### src/hdl/lpht_pkg.sv
// Shared types and constants for the linear probing hash table.
package lpht_pkg;

  localparam int unsigned TableDepth = 1024;
  localparam int unsigned SlotW      = $clog2(TableDepth);
  localparam int unsigned CountW     = SlotW + 1;
  localparam int unsigned KeyW       = 48;
  localparam int unsigned CfgW       = 11;
  localparam int unsigned QueueDepth = 2;

  typedef enum logic [1:0] {
    REQ_INSERT = 2'd0,
    REQ_LOOKUP = 2'd1,
    REQ_REMOVE = 2'd2,
    REQ_NONE   = 2'd3
  } req_e;

  typedef enum logic [1:0] {
    ST_DONE     = 2'd0,
    ST_NOTFOUND = 2'd1,
    ST_FULL     = 2'd2,
    ST_RSVD     = 2'd3
  } status_e;

  typedef enum logic [1:0] {
    MARK_EMPTY = 2'd0,
    MARK_USED  = 2'd1,
    MARK_TOMB  = 2'd2,
    MARK_RSVD  = 2'd3
  } mark_e;

  // Classified request handed from front to back.
  typedef struct packed {
    req_e              kind;
    logic [KeyW-1:0]   key;
    logic [SlotW-1:0]  home;
    logic [CountW-1:0] n;
  } job_t;

endpackage

### src/hdl/lpht_queue.sv
// Short job queue between the front and back ends.
module lpht_queue import lpht_pkg::*; (
  input  logic clk_i,
  input  logic rst_ni,
  input  logic push_valid_i,
  output logic push_stall_o,
  input  job_t push_i,
  output logic pop_valid_o,
  input  logic pop_stall_i,
  output job_t pop_o
);

  localparam int unsigned PtrW = $clog2(QueueDepth);

  job_t            mem_q [QueueDepth];
  logic [PtrW-1:0] wr_q, rd_q;
  logic [PtrW:0]   cnt_q;
  logic            push, pop;

  assign push_stall_o = (cnt_q == (PtrW+1)'(QueueDepth));
  assign pop_valid_o  = (cnt_q != '0);
  assign pop_o        = mem_q[rd_q];
  assign push = push_valid_i && !push_stall_o;
  assign pop  = pop_valid_o && !pop_stall_i;

  always_ff @(posedge clk_i or negedge rst_ni) begin
    if (!rst_ni) begin
      wr_q  <= '0;
      rd_q  <= '0;
      cnt_q <= '0;
    end else begin
      if (push) wr_q <= wr_q + PtrW'(1);
      if (pop)  rd_q <= rd_q + PtrW'(1);
      cnt_q <= cnt_q + (PtrW+1)'(push) - (PtrW+1)'(pop);
    end
  end

  always_ff @(posedge clk_i) begin
    if (push) mem_q[wr_q] <= push_i;
  end

endmodule

### config.mk
export PLATFORM = sky130hd
export DESIGN_NAME = lpht_queue
export DESIGN_NICKNAME = d
export VERILOG_FILES = /design/src/hdl/lpht_pkg.sv /design/src/hdl/lpht_queue.sv
export SDC_FILE = /design/constraint.sdc
export NUM_CORES = 1
export LEC_CHECK = 0
export BUFFER_PORTS_ARGS = -buffer_cell sky130_fd_sc_hd__clkbuf_2
export CORE_UTILIZATION = 55
export CTS_BUF_LIST = sky130_fd_sc_hd__clkbuf_4 sky130_fd_sc_hd__clkbuf_8 sky130_fd_sc_hd__clkbuf_16
export DETAILED_ROUTE_END_ITERATION = 10
export GPL_ROUTABILITY_DRIVEN = 0
export GPL_TIMING_DRIVEN = 0
export PLACE_DENSITY = 0.83
export SLEW_MARGIN = 15
export SYNTH_ARGS = -nofsm -noshare
export SYNTH_HDL_FRONTEND = slang
export SYNTH_SLANG_ARGS = --single-unit
### constraint.sdc
create_clock -name clk_i -period 8.1 [get_ports clk_i]
set_input_delay 0.405 -clock clk_i [delete_from_list [all_inputs] [get_ports clk_i]]
set_output_delay 0.405 -clock clk_i [all_outputs]
set_load 0.02 [all_outputs]
; Yosys cells after proc, flatten, opt, wreduce, memory -nomap -nowiden
; Memories as Yosys holds them, arrays and structs flattened.
; Cells that the tools add are included.
[word_totals]
romBits = 0
mem_count = 1
wordCells = 16
ram_bits = 142
latchBits = 0
reg_bits = 4
[memory_table]
columns = name, words, width, rd, rd_clocked_by_memory_dff, write_ports, line_no
row1 = mem_q, 2, 71, 1, 0, 1, lpht_queue.sv:15  ; job_t mem_q [QueueDepth];
[classes]
bitwise_logic = 0
add_sub_neg = 4
n_reduce_logical = 5
n_shift = 0
magnitude_cmp = 0
eq_ne = 1
n_mul = 0
mux = 2
n_div = 0
[ops]
columns = op, n
row1 = $add 1x1->1 const B, 2
row2 = $add 2x1->2, 1
row3 = $eq 2x2->1 const B, 1
row4 = $logic_and 1x1->1, 2
row5 = $logic_not 1->1, 2
row6 = $mux 1, 2
row7 = $reduce_bool 2->1, 1
row8 = $sub 2x1->2, 1

; Logic depth before layout (Yosys ltp)
[depth]
depth_word = 5
mapped_depth = 7
depth_no_buf = 7

; Least setup slack after synthesis
; Ideal clock, no wire load.
[synth_path]
kind = register to register
startpoint = register cnt_q[1]
endpoint = memory mem_q[0][0] in the netlist's numbering (enable)
setup_ns = 0.500
slack_ns = 4.045
synth_period_minus_slack_ns = 4.055
path_stages_with_launch = 4
arrival_ns = 3.554
n_path_buf = 0
cell_sequence = dfrtp_1 nand2b_1 nand2_1 nor2_1
[synth_via]
elab_chain_len = 5
[synth_rtl]
columns = element, line_no
row1 = start: declaration, lpht_queue.sv:17  ; logic [PtrW:0] cnt_q;
row2 = start signal: assignment, lpht_queue.sv:34  ; cnt_q <= cnt_q + (PtrW+1)'(push) - (PtrW+1)'(pop);
row3 = $eq 2x2->1, lpht_queue.sv:20  ; assign push_stall_o = (cnt_q == (PtrW+1)'(QueueDepth));
row4 = $logic_not 1->1, lpht_queue.sv:23  ; assign push = push_valid_i && !push_stall_o;
row5 = $logic_and 1x1->1, lpht_queue.sv:23
row6 = $mux 1, lpht_queue.sv:39  ; if (push) mem_q[wr_q] <= push_i;
row7 = $mux 1 (implied by the code), lpht_queue.sv:39
row8 = end: declaration, lpht_queue.sv:15
; No other way between the ends.

==> flow_results.xml <==
<?xml version="1.0" encoding="UTF-8"?>
<metrics>
  <group name="global_route">
    <metric name="globalRouteOverflowTotal" unit="">0</metric>
    <metric name="global_route_wire_length_before_repair" unit="um">14390</metric>
    <metric name="via_count_of_the_first_global_routing_pass" unit="">2919</metric>
    <metric name="grt.total_usage" unit="">0.1855</metric>
    <metric name="grt_max_degree" unit="">42</metric>
    <metric name="antenna_violations_before_repair" unit="">0</metric>
  </group>
  <group name="worst_hold_path">
    <metric name="min_from" unit="">push_i[25]</metric>
    <metric name="holdCritPathClass" unit="">in -&gt; reg</metric>
  </group>
  <group name="synth">
    <metric name="ys_seq_elements" unit="">146</metric>
    <metric name="postSynthCellCount" unit="">239</metric>
    <metric name="synthMuxAreaShare" unit="">0.1863</metric>
    <metric name="synth_simple_gate_area_share" unit="">0.007047</metric>
    <metric name="combinational_family_with_the_most_area_after_synthesis" unit="">multiplexers</metric>
    <metric name="ys_types" unit="">16</metric>
    <metric name="synth_fa_ha_area_frac" unit="">0.004404</metric>
    <metric name="mappedNetlistArea" unit="um2">5682</metric>
    <metric name="synth_warnings" unit="">0</metric>
    <metric name="post_synth_xor_xnor_area" unit="">0.006166</metric>
    <metric name="synth_sequential_area_ratio" unit="">0.7681</metric>
    <metric name="post_synth.cell_area_avg" unit="um2">23.77</metric>
    <metric name="compound_gate_portion_of_the_synthesized_area" unit="">0</metric>
    <metric name="syn-num-nets" unit="">316</metric>
  </group>
  <group name="finish">
    <metric name="layout.nets" unit="">486</metric>
    <metric name="final-instance-count-excl-fill" unit="">555</metric>
    <metric name="postLayoutCellArea" unit="um2">7263</metric>
    <metric name="number_of_antenna_diodes" unit="">0</metric>
    <metric name="final_layout_size_suffix_gt1_frac" unit="">0.6209</metric>
    <metric name="fillers" unit="">624</metric>
    <metric name="layout-area-overhead-vs-synth" unit="%">27.84</metric>
    <metric name="postLayoutCoreUtil" unit="">0.7330</metric>
  </group>
  <group name="timing">
    <metric name="finalWorstPathRequiredPeriod" unit="ps">2125</metric>
    <metric name="finalSetupTns" unit="ps">0</metric>
    <metric name="fmaxAchievable" unit="MHz">470.7</metric>
    <metric name="hold_viol_final" unit="">0</metric>
    <metric name="worst_slew_pin_slew" unit="ps">743.0</metric>
    <metric name="fraction_of_the_cycle_the_final_worst_path_needs" unit="">0.2623</metric>
    <metric name="setup_viol_count_final" unit="">0</metric>
    <metric name="rsz_0062_raised_after_global_routing" unit="">no</metric>
    <metric name="timing.clock.skew" unit="ps">4.696</metric>
    <metric name="worst_slew_margin_rel" unit="">0.5035</metric>
    <metric name="drv_slew" unit="">0</metric>
    <metric name="worst_hold_margin" unit="ps">73.72</metric>
    <metric name="post-route-worst-setup-slack" unit="ps">5975</metric>
  </group>
  <group name="flow_run">
    <metric name="max_cap_violations" unit="">0</metric>
  </group>
  <group name="clock_network">
    <metric name="cts_buffers" unit="">17</metric>
    <metric name="numClockSinks" unit="">146</metric>
    <metric name="ctsLongestPathBuffers" unit="">2</metric>
    <metric name="clockRootBuffer" unit="">clkbuf_8</metric>
    <metric name="htreeDepth" unit="">4</metric>
    <metric name="clkSlewWorstSetupHoldPaths" unit="ps">60</metric>
    <metric name="post_cts_resized" unit="">0</metric>
    <metric name="cts_hold_buffers" unit="">1</metric>
    <metric name="clk_latency" unit="ps">520</metric>
    <metric name="cts_setup_buffers" unit="">0</metric>
    <metric name="cts_tree" unit="">yes</metric>
  </group>
  <group name="detailed_routing">
    <metric name="detail_route.drc_violations" unit="">0</metric>
    <metric name="postRouteWirelength" unit="um">9377</metric>
    <metric name="antenna_left" unit="">0</metric>
    <metric name="drt_iter0_drc" unit="">148</metric>
    <metric name="dr_vias_cell" unit="">4.899</metric>
    <metric name="wire_per_inst" unit="um">16.90</metric>
    <metric name="detail_route.first_pass.iterations" unit="">4</metric>
    <metric name="dr_total_vias" unit="">2719</metric>
  </group>
  <group name="placement">
    <metric name="dp_slack" unit="ps">6211</metric>
    <metric name="portBuffers" unit="">147</metric>
    <metric name="post-dp-hpwl" unit="um">6147</metric>
    <metric name="total_placed_instance_area" unit="um2">6664</metric>
    <metric name="numPlacedInstances" unit="">522</metric>
  </group>
  <group name="floorplan">
    <metric name="fp.coreArea" unit="um2">9910</metric>
    <metric name="fp-row-count" unit="">36</metric>
    <metric name="fp.dieArea" unit="um2">10740</metric>
    <metric name="floorplan.initialDensity" unit="">0.5734</metric>
    <metric name="floorplan.die.width" unit="um">103.6</metric>
    <metric name="io_pins" unit="">148</metric>
    <metric name="dieHeight" unit="um">103.6</metric>
  </group>
  <group name="pwr">
    <metric name="post-layout-total-power" unit="mW">2.897</metric>
    <metric name="power.static_leakage" unit="nW">2.998</metric>
    <metric name="vdd_ir_drop_max" unit="mV">0.2810</metric>
    <metric name="power_per_cell_area" unit="nW/um2">398.8</metric>
  </group>
  <group name="setup_path">
    <metric name="worstSetupPathType" unit="">reg -&gt; out</metric>
    <metric name="timing.critical_path.from_type" unit="">register</metric>
    <metric name="critical_path.reg2reg.startpoint" unit="">cnt_q[1]</metric>
    <metric name="path_max_fanout" unit="">10</metric>
    <metric name="critPathCaptureType" unit="">primary output</metric>
    <metric name="cp-startpoint" unit="">rd_q</metric>
    <metric name="timing.critical_path.arrival" unit="ps">1720</metric>
    <metric name="cp.required" unit="ps">7700</metric>
  </group>
  <group name="outcome">
    <metric name="outcome" unit="">completed</metric>
  </group>
</metrics>
per-layer routing:
layer | global-route usage | part of all wire
met5 | 0 | 0
met4 | 0.1056 | 0.025
met2 | 0.3337 | 0.55
met1 | 0.1912 | 0.38
met3 | 0.05601 | 0.050
registers in the layout, indices dropped and copies added, names as in the netlist:
register,cells
cnt_q,2
rd_q,1
mem_q,142
wr_q,1
worst max-delay path, cell delays in order (launching register included):
cell	delay [ps]
dfrtp_1	340
buf_6	210
buf_12	180
mux2_4	310
clkbuf_2	160
cells in the mapped netlist (all sizes together):
cell type / count / share of area
and3: 1 / 0.0011
buf: 8 / 0.027
dfrtp: 4 / 0.018
edfxtp: 142 / 0.75
ha: 2 / 0.0044
inv: 2 / 0.0013
mux2: 71 / 0.19
nand2: 1 / 0.00066
nand2b: 1 / 0.0011
nor2: 1 / 0.00066
nor2b: 1 / 0.0024
or2: 1 / 0.0011
xnor2: 3 / 0.0046
xor2: 1 / 0.0015
final cells by class:
type / instances / area (um2) / area share
Sequential cell: 146 / 4364 / 0.6009
Clock buffer: 19 / 429.2 / 0.05909
Inverter: 2 / 7.507 / 0.001034
Timing Repair Buffer: 151 / 813.3 / 0.1120
Tap cell: 133 / 166.4 / 0.02291
Clock inverter: 13 / 160.2 / 0.02205
Multi-Input combinational cell: 83 / 1171 / 0.1612
Buffer: 8 / 151.4 / 0.02084
final timing paths:
check                                     to  cells past startpoint  slack [ps]
max in group asynchronous           cnt_q[1]                      2        7740
worst min register to register      cnt_q[1]                      1         500
min in group asynchronous               wr_q                      2         230
worst min-delay path            mem_q[1][25]                      1          70
worst max register to register  mem_q[0][20]                      4        6200
worst max-delay path               pop_o[24]                      4        5980
placed cells by master, fill, tap and decap left out:
| master | count |
|---|---|
| xnor2_1 | 3 |
| nor2_4 | 1 |
| dlygate4sd3_1 | 1 |
| or2_1 | 1 |
| clkbuf_16 | 16 |
| bufinv_16 | 3 |
| and3_4 | 1 |
| clkbuf_2 | 147 |
| nand2b_1 | 1 |
| inv_6 | 2 |
| ha_1 | 2 |
| clkinv_1 | 2 |
| nand2_1 | 1 |
| buf_12 | 9 |
| xor2_1 | 1 |
| clkinvlp_4 | 3 |
| dfrtp_1 | 4 |
| clkinv_2 | 1 |
| mux2_4 | 69 |
| clkbuf_8 | 1 |
| buf_6 | 1 |
| mux2_2 | 2 |
| edfxtp_1 | 142 |
| clkinv_4 | 2 |
| nor2b_4 | 1 |
| inv_1 | 2 |
| buf_16 | 1 |
| clkbuf_4 | 2 |
kinds of logic (layout without fill, tap and decap cells):
family,Yosys count,count (layout)
XOR/XNOR,4,4
flip-flops,146,146
multiplexers,71,71
adder cells (fa/ha/maj),2,2
buffers and inverters,10,193
AND/OR/NAND/NOR,6,6
report_power, final:
group / leakage [nW] / switching, mW / total [mW] / internal (mW)
combinational: 1.35 / 0.559 / 1.05 / 0.493
clock: 0.281 / 0.291 / 0.766 / 0.475
sequential: 1.37 / 0.0453 / 1.08 / 1.03
(Power assumes the default switching activity.)
