`src/hdl/lpht_pkg.sv`:
```
// Shared types and constants for the linear probing hash table.
package lpht_pkg;

  localparam int unsigned TableDepth = 1024;
  localparam int unsigned SlotW      = $clog2(TableDepth);
  localparam int unsigned CountW     = SlotW + 1;
  localparam int unsigned KeyW       = 48;
  localparam int unsigned CfgW       = 11;
  localparam int unsigned QueueDepth = 2;

  typedef enum logic [1:0] {
    REQ_INSERT = 2'd0,
    REQ_LOOKUP = 2'd1,
    REQ_REMOVE = 2'd2,
    REQ_NONE   = 2'd3
  } req_e;

  typedef enum logic [1:0] {
    ST_DONE     = 2'd0,
    ST_NOTFOUND = 2'd1,
    ST_FULL     = 2'd2,
    ST_RSVD     = 2'd3
  } status_e;

  typedef enum logic [1:0] {
    MARK_EMPTY = 2'd0,
    MARK_USED  = 2'd1,
    MARK_TOMB  = 2'd2,
    MARK_RSVD  = 2'd3
  } mark_e;

  // Classified request handed from front to back.
  typedef struct packed {
    req_e              kind;
    logic [KeyW-1:0]   key;
    logic [SlotW-1:0]  home;
    logic [CountW-1:0] n;
  } job_t;

endpackage

```
`src/hdl/lpht_front.sv`:
```
// Front end: takes request beats and reduces the key modulo the slot count.
module lpht_front import lpht_pkg::*; (
  input  logic              clk_i,
  input  logic              rst_ni,
  input  logic [CfgW-1:0]   slots_in_use_i,
  input  logic              in_valid_i,
  output logic              in_stall_o,
  input  logic [1:0]        req_type_i,
  input  logic [KeyW-1:0]   key_i,
  output logic              job_valid_o,
  input  logic              job_stall_i,
  output job_t              job_o
);

  // Restoring remainder, one key bit per cycle.
  localparam int unsigned BitCntW = $clog2(KeyW + 1);

  logic                busy_q, busy_d;
  logic                done_q, done_d;
  logic [BitCntW-1:0]  cnt_q, cnt_d;
  logic [KeyW-1:0]     key_q, key_d;
  logic [KeyW-1:0]     shf_q, shf_d;
  logic [CountW:0]     rem_q, rem_d;
  logic [CountW-1:0]   n_q, n_d;
  req_e                kind_q, kind_d;
  logic [CountW-1:0]   n_eff;
  logic [CountW:0]     trial;

  always_comb begin
    if (slots_in_use_i == '0) begin
      n_eff = CountW'(1);
    end else if (CfgW'(slots_in_use_i) > CfgW'(TableDepth)) begin
      n_eff = CountW'(TableDepth);
    end else begin
      n_eff = CountW'(slots_in_use_i);
    end
  end

  assign trial = {rem_q[CountW-1:0], shf_q[KeyW-1]};
  assign in_stall_o = busy_q | done_q;
  assign job_valid_o = done_q;
  assign job_o = '{kind: kind_q, key: key_q, home: rem_q[SlotW-1:0], n: n_q};

  always_comb begin
    busy_d = busy_q;
    done_d = done_q;
    cnt_d  = cnt_q;
    key_d  = key_q;
    shf_d  = shf_q;
    rem_d  = rem_q;
    n_d    = n_q;
    kind_d = kind_q;
    if (!busy_q && !done_q && in_valid_i) begin
      busy_d = 1'b1;
      cnt_d  = '0;
      key_d  = key_i;
      shf_d  = key_i;
      rem_d  = '0;
      n_d    = n_eff;
      kind_d = req_e'(req_type_i);
    end else if (busy_q) begin
      shf_d = {shf_q[KeyW-2:0], 1'b0};
      rem_d = (trial >= {1'b0, n_q}) ? trial - {1'b0, n_q} : trial;
      cnt_d = cnt_q + BitCntW'(1);
      if (cnt_q == BitCntW'(KeyW - 1)) begin
        busy_d = 1'b0;
        done_d = 1'b1;
      end
    end else if (done_q && !job_stall_i) begin
      done_d = 1'b0;
    end
  end

  always_ff @(posedge clk_i or negedge rst_ni) begin
    if (!rst_ni) begin
      busy_q <= 1'b0;
      done_q <= 1'b0;
      cnt_q  <= '0;
    end else begin
      busy_q <= busy_d;
      done_q <= done_d;
      cnt_q  <= cnt_d;
    end
  end

  always_ff @(posedge clk_i) begin
    key_q  <= key_d;
    shf_q  <= shf_d;
    rem_q  <= rem_d;
    n_q    <= n_d;
    kind_q <= kind_d;
  end

endmodule

```
`config.mk`:
```
export PLATFORM = sky130hd
export DESIGN_NAME = lpht_front
export DESIGN_NICKNAME = d
export VERILOG_FILES = /design/src/hdl/lpht_pkg.sv /design/src/hdl/lpht_front.sv
export SDC_FILE = /design/constraint.sdc
export NUM_CORES = 1
export LEC_CHECK = 0
export ABC_CLOCK_PERIOD_IN_PS = 3600
export BUFFER_PORTS_ARGS = -buffer_cell sky130_fd_sc_hd__buf_2
export CAP_MARGIN = 25
export CORE_MARGIN = 1
export CORE_UTILIZATION = 50
export CTS_BUF_LIST = sky130_fd_sc_hd__clkbuf_4
export DETAILED_ROUTE_END_ITERATION = 6
export HOLD_SLACK_MARGIN = 0.08
export PLACE_DENSITY = 0.87
export REMOVE_ABC_BUFFERS = 1
export SYNTH_ARGS = -nofsm -noshare
export SYNTH_HDL_FRONTEND = slang
export SYNTH_SLANG_ARGS = --single-unit
```
`constraint.sdc`:
```
create_clock -name clk_i -period 3.6 [get_ports clk_i]
set_input_delay 0.72 -clock clk_i [delete_from_list [all_inputs] [get_ports clk_i]]
set_output_delay 0.72 -clock clk_i [all_outputs]
set_load 0.1 [all_outputs]
```
Word-level counts from Yosys, hierarchy flattened
Cells that the tools add are included.

cells by class
  add/subtract/negate cells = 2
  multiply operators = 0
  div/mod/pow operators = 0
  $lt $le $gt $ge = 2
  eq/ne operators = 2
  shift-type cells = 0
  muxes and demuxes = 12
  bitwise operators = 2
  reduce and logical (&&, ||, !) cells = 11

operators by type and width
  cell                    count
  $mux W48                2
  $mux W11                2
  $ge A12 B11 Y1          1
  $mux W6                 2
  $gt A11 B11 Y1 const B  1
  $logic_not A11 Y1       1
  $sub A11 B11 Y11        1
  $add A6 B1 Y6 const B   1
  $eq A6 B6 Y1 const B    1
  $mux W1                 6
  $reduce_bool A2 Y1      2
  $logic_and A1 B1 Y1     3
  $logic_not A1 Y1        3
  $reduce_and A3 Y1       1
  $ne A2 B1 Y1 const B    1
  $reduce_or A2 Y1        1
  $not A1 Y1              1
  $or A1 B1 Y1            1

word-level totals
  register bits after elaboration = 128
  latch bits = 0
  bits in writable memories = 0
  memory bits (read-only) = 0
  input bits = 65
  output and inout port bits = 73
  word-level logic and storage cells = 40
  memories = 0

Logic depth before layout (Yosys ltp)
Gate-level depths: netlist of the first run.

  depth in word-level cells = 5
  gate-level depth with buffers = 10
  mapped depth without buffers = 9

Least setup slack after synthesis of the first run
No wires, ideal clock.

  path kind = register to register
  start point = register done_q, in the netlist job_valid_o
  end point = register key_q[0], enable pin
  library setup time = 0.450 ns
  data arrival time = 3.074 ns
  path slack = 0.076 ns
  cell stages (with the launch flop) = 5
  buffers on the path = 1
  period minus slack after synthesis = 3.524 ns
  cell sequence = dfrtp_1 > nor2_1 > nand2_1 > inv_1 > clkbuf_1

on the way
  word-level cells in the longest chain between the ends = 3

RTL lines
  item                               RTL line          RTL
  start: declaration                 lpht_front.sv:19  logic done_q, done_d;
  start signal: assignment           lpht_front.sv:81  done_q <= done_d;
  $logic_not A1 Y1                   lpht_front.sv:53  if (!busy_q && !done_q && in_valid_i) begin
  $logic_and A1 B1 Y1 (2 in series)  lpht_front.sv:53
  end signal: assignment             lpht_front.sv:87  key_q <= key_d;
  end: declaration                   lpht_front.sv:21  logic [KeyW-1:0] key_q, key_d;

Every way passes these cells.
A chain may end at the register's enable or synchronous reset.

Final worst setup path of the first run
  start point = register n_q[0]
  end point = register rem_q[0]

on the way
  word-level cells in the longest chain between the ends = 2
  elaborated cells between the ends (all ways) = 3
  those cells by class = add/sub: 1; order compare: 1; mux: 1

RTL lines
  item                                                       RTL line          RTL
  start: declaration                                         lpht_front.sv:24  logic [CountW-1:0] n_q, n_d;
  start signal: assignment                                   lpht_front.sv:90  n_q <= n_d;
  $sub A11 B11 Y11 / $ge A12 B11 Y1 (equally long branches)  lpht_front.sv:63  rem_d = (trial >= {1'b0, n_q}) ? trial - {1'b0, n_q} : trial;
  $mux W11 *                                                 lpht_front.sv:63
  end signal: assignment                                     lpht_front.sv:89  rem_q <= rem_d;
  end: declaration                                           lpht_front.sv:23  logic [CountW:0] rem_q, rem_d;

Mark *: on every way between the ends. The rest lies on a longest branch, timed or not.

==> results.cfg, run 1 <==
[route]
drc = 0
drt-pass1-iter-count = 4
first_iter_violations = 247
wl_mm = 11.50
routed_via_density = 5.256
antenna_left = 0
vias = 3963
wl_per_cell_um = 15.25

[logic_synthesis]
synth_top_area_frac = 0.5916
synth_edf_count = 109
synthDistinctLibCells = 53
ys_async_sr_fraction = 0.06250
synth-main-ff-cell = edfxtp_1
seq_area_frac_synth = 0.6676
synth.largest_area_cell = edfxtp_1
ys_ff_latch = 128
syn_avg_cell_area_um2 = 11.70
yosysWarnings = 0
synthTopCellsByArea = edfxtp_1 (59%), nand2_1 (11%), dfxtp_1 (4.0%)
netlist_area_um2 = 5533
syn_inst = 473

[setup_path]
slowest_delay_ns = 0.48
cp.arrival_ns = 3.05
worst_setup_path_start_kind = register
crit_buf_inv = 0
crit_type = reg -> reg
end_kind = register
path_cells = ha_1, fa_1, nand2b_1, a21oi_2, o2111ai_1, nand3_1, mux2i_1, mux2_2
crit_family = simple AND/OR/NAND/NOR gates
crit_fanout = 11
cp_data_required_time_ns = 4.00
r2r_slack_ns = 0.95
crit_path_top_delay_cell = nand3_1

[final_layout]
num-fill-cells = 866
multi_input_area_um2 = 1605
regArea_um2 = 3694
layout_commonest_cell = nand2_1
final_cell_mix = nand2_1 (160), buf_2 (137), edfxtp_1 (109)
antenna_cells = 0
finish.instance_area_um2 = 6581
fin_cells = 754
nets = 680
syn2layout_area_growth_pct = 18.95
final_layout_size_suffix_gt1_frac = 0.3013

[timing]
slew_violations = 0
tightestPinTransition_ns = 0.6313
clock_skew_ns = 0.01501
postLayoutSetupSlackWorst_ns = 0.9475
setup_viol = 0
hold_viol_final = 0
rsz0062_at_grt = false
fin_tns_setup_ns = 0
fmax_mhz = 377.0
slew-limit-headroom = 0.5791
period_share = 0.7368
period_minus_slack_ns = 2.653

[clock_tree]
post-cts-setup-buffer-count = 0
cts_buffers = 17
cts_root_buf = clkbuf_4
cts_tree = built
htreeDepth = 4
cts.sinks = 128
clk_latency_ns = 0.50
cts_buffer_depth = 2
cts_resized = 0
clkTransAtPathRegs_ns = 0.11

[die]
row_count = 38
die_w_um = 107.2
initial_core_util = 0.5126
fp.dieH_um = 107.2
boundaryPins = 138
core_area_um2 = 10790
die-area_um2 = 11490

[global_routing]
use_met2 = 0.3493
antenna_found_initial = 0
grt_overflow = 0
busiest_layer = met2
grt_pass1_wl_mm = 18.20
grt_util_met3 = 0.06991
grtUsageTotal = 0.2083
gr-usage-met1 = 0.2501
grt_pass1_vias = 3900
grt_max_degree = 66

[power_and_ir_drop]
power_leakage_uw = 0.003003
seqPwrFrac = 0.602
p_sw_frac = 0.1986
p_int_uw = 2122
switchingPower_uw = 525.9
ir_drop_mv = 0.2763
clkPwrFrac = 0.376
p_comb_frac = 0.021
power_density_nw_per_um2 = 402.4

[placement]
pre_cts_ws_ns = 1.002
placed_cell_area_um2 = 6280
dp_cells = 722
place_hpwl_mm = 8.092
gp_congestion = 0.8458
numPortBuffers = 137

[run]
cap_violations = 0

[hold_path]
min_path_type = in -> reg

[outcome]
status = finished, final reports clean
[power groups by stage]
stage	registers [uW]	logic, uW	clock network (uW)
2_1_floorplan	1630	5.65	0
3_3_place_gp	1630	51.3	0
3_5_place_dp	1630	54.4	0
4_1_cts	1600	55.6	1030
5_1_grt	1600	60.5	1100
6_report	1600	55.9	997
[per-stage QoR]
| step | total power, uW | hold slack [ns] | utilization |
|---|---|---|---|
| 6_report | 2648 | 0.4091 | 0.6098 |
| 5_1_grt | 2751 | 0.3307 | 0.6098 |
| 4_1_cts | 2676 | 0.3509 | 0.6098 |
| 3_5_place_dp | 1683 | 0.5048 | 0.5818 |
| 3_3_place_gp | 1680 | 0.4966 | 0.5818 |
| 2_1_floorplan | 1635 | 0.4244 | - |
[final timing paths]
check	start	endpoint	cells past startpoint
max in group asynchronous	rst_ni	cnt_q[2]	2
worst max register to register	n_q[0]	rem_q[0]	8
worst min register to register	rem_q[8]	rem_q[8]	2
worst max-delay path	n_q[0]	rem_q[0]	8
min in group asynchronous	rst_ni	cnt_q[5]	2
worst min-delay path	req_type_i[0]	kind_q[0]	1
[kinds of logic after synthesis]
logic type | Yosys count | synth area share
compound gates | 44 | 0.05744
xor+xnor | 9 | 0.01425
fa+ha+maj | 13 | 0.03075
buf+inv | 52 | 0.04319
flops | 128 | 0.6676
mux | 11 | 0.02013
simple gates | 216 | 0.1667
[state kept, by name (all words and copies together), names as in the netlist]
signal and cells:
n_q 11, rem_q 11, cnt_q 6, kind_q 2, key_q 48, job_valid_o 1
busy_q 1, shf_q 48
[worst register-to-register path, stage by stage, from the launching register on]
cell and delay (ns):
edfxtp_1 0.40, ha_1 0.24, fa_1 0.42, nand2b_1 0.18
a21oi_2 0.19, o2111ai_1 0.20, nand3_1 0.48, mux2i_1 0.18
mux2_2 0.28
[Yosys cell counts, types with 3 or more instances]
master	count
a21o_1	4
a21oi_1	9
and3_1	3
buf_1	4
buf_2	5
buf_4	10
clkbuf_1	13
dfrtp_1	8
dfxtp_1	11
edfxtp_1	109
ha_1	12
inv_1	20
mux2i_1	10
nand2_1	162
nand3_1	6
nand4_1	3
nor2_1	14
nor2b_1	10
nor4_1	3
o21ai_0	5
o221ai_1	3
o22ai_1	4
xnor2_1	3
xor2_1	6
[layout make-up]
| type | count | area share |
|---|---|---|
| tap | 140 | 0.02662 |
| timing repair buffer | 142 | 0.1122 |
| clock inverter | 11 | 0.02148 |
| multi-input combinational | 293 | 0.2439 |
| sequential | 128 | 0.5612 |
| inverter | 20 | 0.01179 |
| clock buffer | 20 | 0.02281 |
[layer usage]
metal	share of wire	vias up
met3	0.072	22
met2	0.50	155
li1	-	1892
met4	0.019	0
met1	0.41	1894
met5	0	-
[repair_timing]
item,in CTS,in global routing
hold endpoints to repair,8,0
hold buffers,1,0
endpoints found under the setup margin,0,0
(Power assumes the default switching activity.)
==> run 2: changes to the inputs <==
--- a/config.mk
+++ b/config.mk
@@ -5,7 +5,7 @@
 export SDC_FILE = /design/constraint.sdc
 export NUM_CORES = 1
 export LEC_CHECK = 0
-export ABC_CLOCK_PERIOD_IN_PS = 3600
+export ABC_CLOCK_PERIOD_IN_PS = 2300
 export BUFFER_PORTS_ARGS = -buffer_cell sky130_fd_sc_hd__buf_2
 export CAP_MARGIN = 25
 export CORE_MARGIN = 1
@@ -13,7 +13,7 @@
 export CTS_BUF_LIST = sky130_fd_sc_hd__clkbuf_4
 export DETAILED_ROUTE_END_ITERATION = 6
 export HOLD_SLACK_MARGIN = 0.08
-export PLACE_DENSITY = 0.87
+export PLACE_DENSITY = 0.9
 export REMOVE_ABC_BUFFERS = 1
 export SYNTH_ARGS = -nofsm -noshare
 export SYNTH_HDL_FRONTEND = slang
==> constraint.sdc (replaced) <==
create_clock -name clk_i -period 2.3 [get_ports clk_i]
set_input_delay 0.46 -clock clk_i [delete_from_list [all_inputs] [get_ports clk_i]]
set_output_delay 0.46 -clock clk_i [all_outputs]
set_load 0.1 [all_outputs]
==> run 2 against run 1 <==
  * The flow now finishes with violations (negative setup slack)
  * Sequential share of layout area down 3.2 points
  * Routed wire length increased by 10%
  * Final area increased by 6.1%
  * Clock power increased by 64%
  * Hold slack got worse by 0.27 ns
  * First-iteration DRC count rose by 8.1%
  * Count of clock-buffer cells in the layout decreased by 3
  * Final cell count grew 4.6%
  * Critical path depth increased by 1
  * Core utilization increased by 3.7 points
  * Sequential cell count unchanged
==> results.cfg, run 2 (same netlist as run 1, synthesis figures left out) <==
[outcome]
status = finished, violations left
violations = negative setup slack

[clock_tree]
cts_root_buf = clkbuf_4
cts.sinks = 128
htreeDepth = 4
cts_tree = built
cts_buffer_depth = 2
clkTransAtPathRegs_ns = 0.12
cts_buffers = 17
clk_latency_ns = 0.51

[timing]
tightestPinTransition_ns = 0.5110
fin_tns_setup_ns = -0.01786
slew_violations = 0
slew-limit-headroom = 0.6617
setup_viol = 1
fmax_mhz = 431.4
clock_skew_ns = 0.01716
period_share = 1.008
period_minus_slack_ns = 2.318
postLayoutSetupSlackWorst_ns = -0.01786
rsz0062_at_grt = true
hold_viol_final = 0

[setup_path]
worst_setup_path_start_kind = register
cp.arrival_ns = 2.77
startpoint = n_q[0]
crit_family = simple AND/OR/NAND/NOR gates
worstReg2RegEnd = rem_q[10]
crit_path_top_delay_cell = or4_4
crit_type = reg -> reg
rr_startpoint = n_q[0]
end_kind = register
r2r_slack_ns = -0.02
crit_fanout = 3
cp_data_required_time_ns = 2.75
slowest_delay_ns = 0.48
worstRegToRegCells = 9
crit_buf_inv = 1
path_cells = ha_4, fa_2, nand2b_4, a21oi_4, buf_4, a21o_1, a21oi_1, or4_4, o211ai_2

[placement]
placed_cell_area_um2 = 6427
place_hpwl_mm = 8.643
gp_congestion = 0.8166
numPortBuffers = 137

[run]
cap_violations = 0

[hold_path]
min_path_type = in -> reg
min-delay-start = key_i[37]
hold_end = key_q[37]
holdPathStages = 1

[die]
boundaryPins = 138
die_w_um = 107.2
core_area_um2 = 10790
initial_core_util = 0.5126
die-area_um2 = 11490
row_count = 38
fp.dieH_um = 107.2

[power_and_ir_drop]
ir_drop_mv = 0.5262
clkPwrFrac = 0.387
p_int_uw = 3324
seqPwrFrac = 0.588
power_density_nw_per_um2 = 608.0
power_leakage_uw = 0.003189
p_sw_frac = 0.2172
p_comb_frac = 0.024
switchingPower_uw = 922.1

[global_routing]
grt_pass1_wl_mm = 19.47
grtUsageTotal = 0.2255
antenna_found_initial = 1
grt_max_degree = 49
grt_pass1_vias = 4031
grt_overflow = 0

[final_layout]
syn2layout_area_growth_pct = 26.21
final_layout_size_suffix_gt1_frac = 0.3374
top_regs = key_q: 48 flops, shf_q: 48 flops
num-fill-cells = 780
layout_commonest_cell = nand2_1
antenna_cells = 0
final_cell_mix = nand2_1 (160), buf_2 (137), edfxtp_1 (109)
finish.instance_area_um2 = 6983
nets = 714
utilization = 0.6470

[route]
drc = 0
wl_mm = 12.67
first_iter_violations = 267
vias = 4185
antenna_left = 0
drt-pass1-iter-count = 5
wl_per_cell_um = 16.06
routed_via_density = 5.304
-- run 2: cell count changes in the layout (fill, tap and decap cells not counted), moves of 2 or more --
cell,change
clkinvlp_4,+2
dlygate4sd3_1,+12
clkinv_4,+2
inv_1,-2
inv_6,+3
inv_2,+2
buf_6,+2
clkbuf_4,-3
clkinv_2,-2
buf_4,+19
-- run 2: cell type report --
cell class	count	area, um2	share of cell area
timing repair buffer	176	1044	0.1494
clock inverter	15	186.4	0.02670
tap	140	175.2	0.02509
sequential	128	3694	0.5289
clock buffer	17	127.6	0.01828
multi-input combinational	293	1679	0.2405
inverter	20	77.57	0.01111
-- run 2: worst max-delay path by stage --
stage               slack, ns   endpoint  cells past startpoint
CTS                     0.005   rem_q[0]                     10
global placement        -0.02  rem_q[10]                      8
finish                  -0.02  rem_q[10]                      9
global route            -0.11  rem_q[10]                      9
detailed placement      -0.12   rem_q[4]                     10
floorplan               -2.23   rem_q[0]                      5
-- run 2: metal layers --
layer  wire, um  global-route usage
met2       6604              0.3733
met4        170             0.09785
met1       4983              0.2732
met3        904             0.06748
met5         10                   0
-- run 2: worst reg2reg max path, cell delays in order (launching register included) --
cell      delay [ns]
edfxtp_1        0.46
ha_4            0.20
fa_2            0.35
nand2b_4        0.16
a21oi_4         0.14
buf_4           0.13
a21o_1          0.16
a21oi_1         0.09
or4_4           0.49
o211ai_2        0.08
-- run 2: metrics by stage --
step / setup WS (ns) / hold slack, ns / cells / total power, uW
after detailed placement: -0.1161 / 0.3083 / 740 / 2635
after global routing: -0.1115 / 0.08004 / 789 / 4393
after floorplan: -2.233 / 0.1644 / 441 / 2559
final: -0.01786 / 0.1410 / 789 / 4246
after CTS: 0.005085 / 0.08358 / 776 / 4266
after global placement: -0.02063 / 0.3029 / 740 / 2630
-- run 2: repair_timing --
action,in CTS,in global routing
setup endpoints to repair,7,9
hold endpoints to repair,10,10
setup buffers,1,3
pin swaps,4,4
gates resized for setup,6,11
hold buffers,3,10
gates cloned,0,0
-- run 2: power by group through the flow --
stage | clock (uW) | combinational, uW | sequential (uW)
after floorplan | 0 | 8.84 | 2550
after global placement | 0 | 80.2 | 2550
after detailed placement | 0 | 85.3 | 2550
after CTS | 1680 | 89.7 | 2500
after global routing | 1780 | 113 | 2500
final | 1640 | 104 | 2500
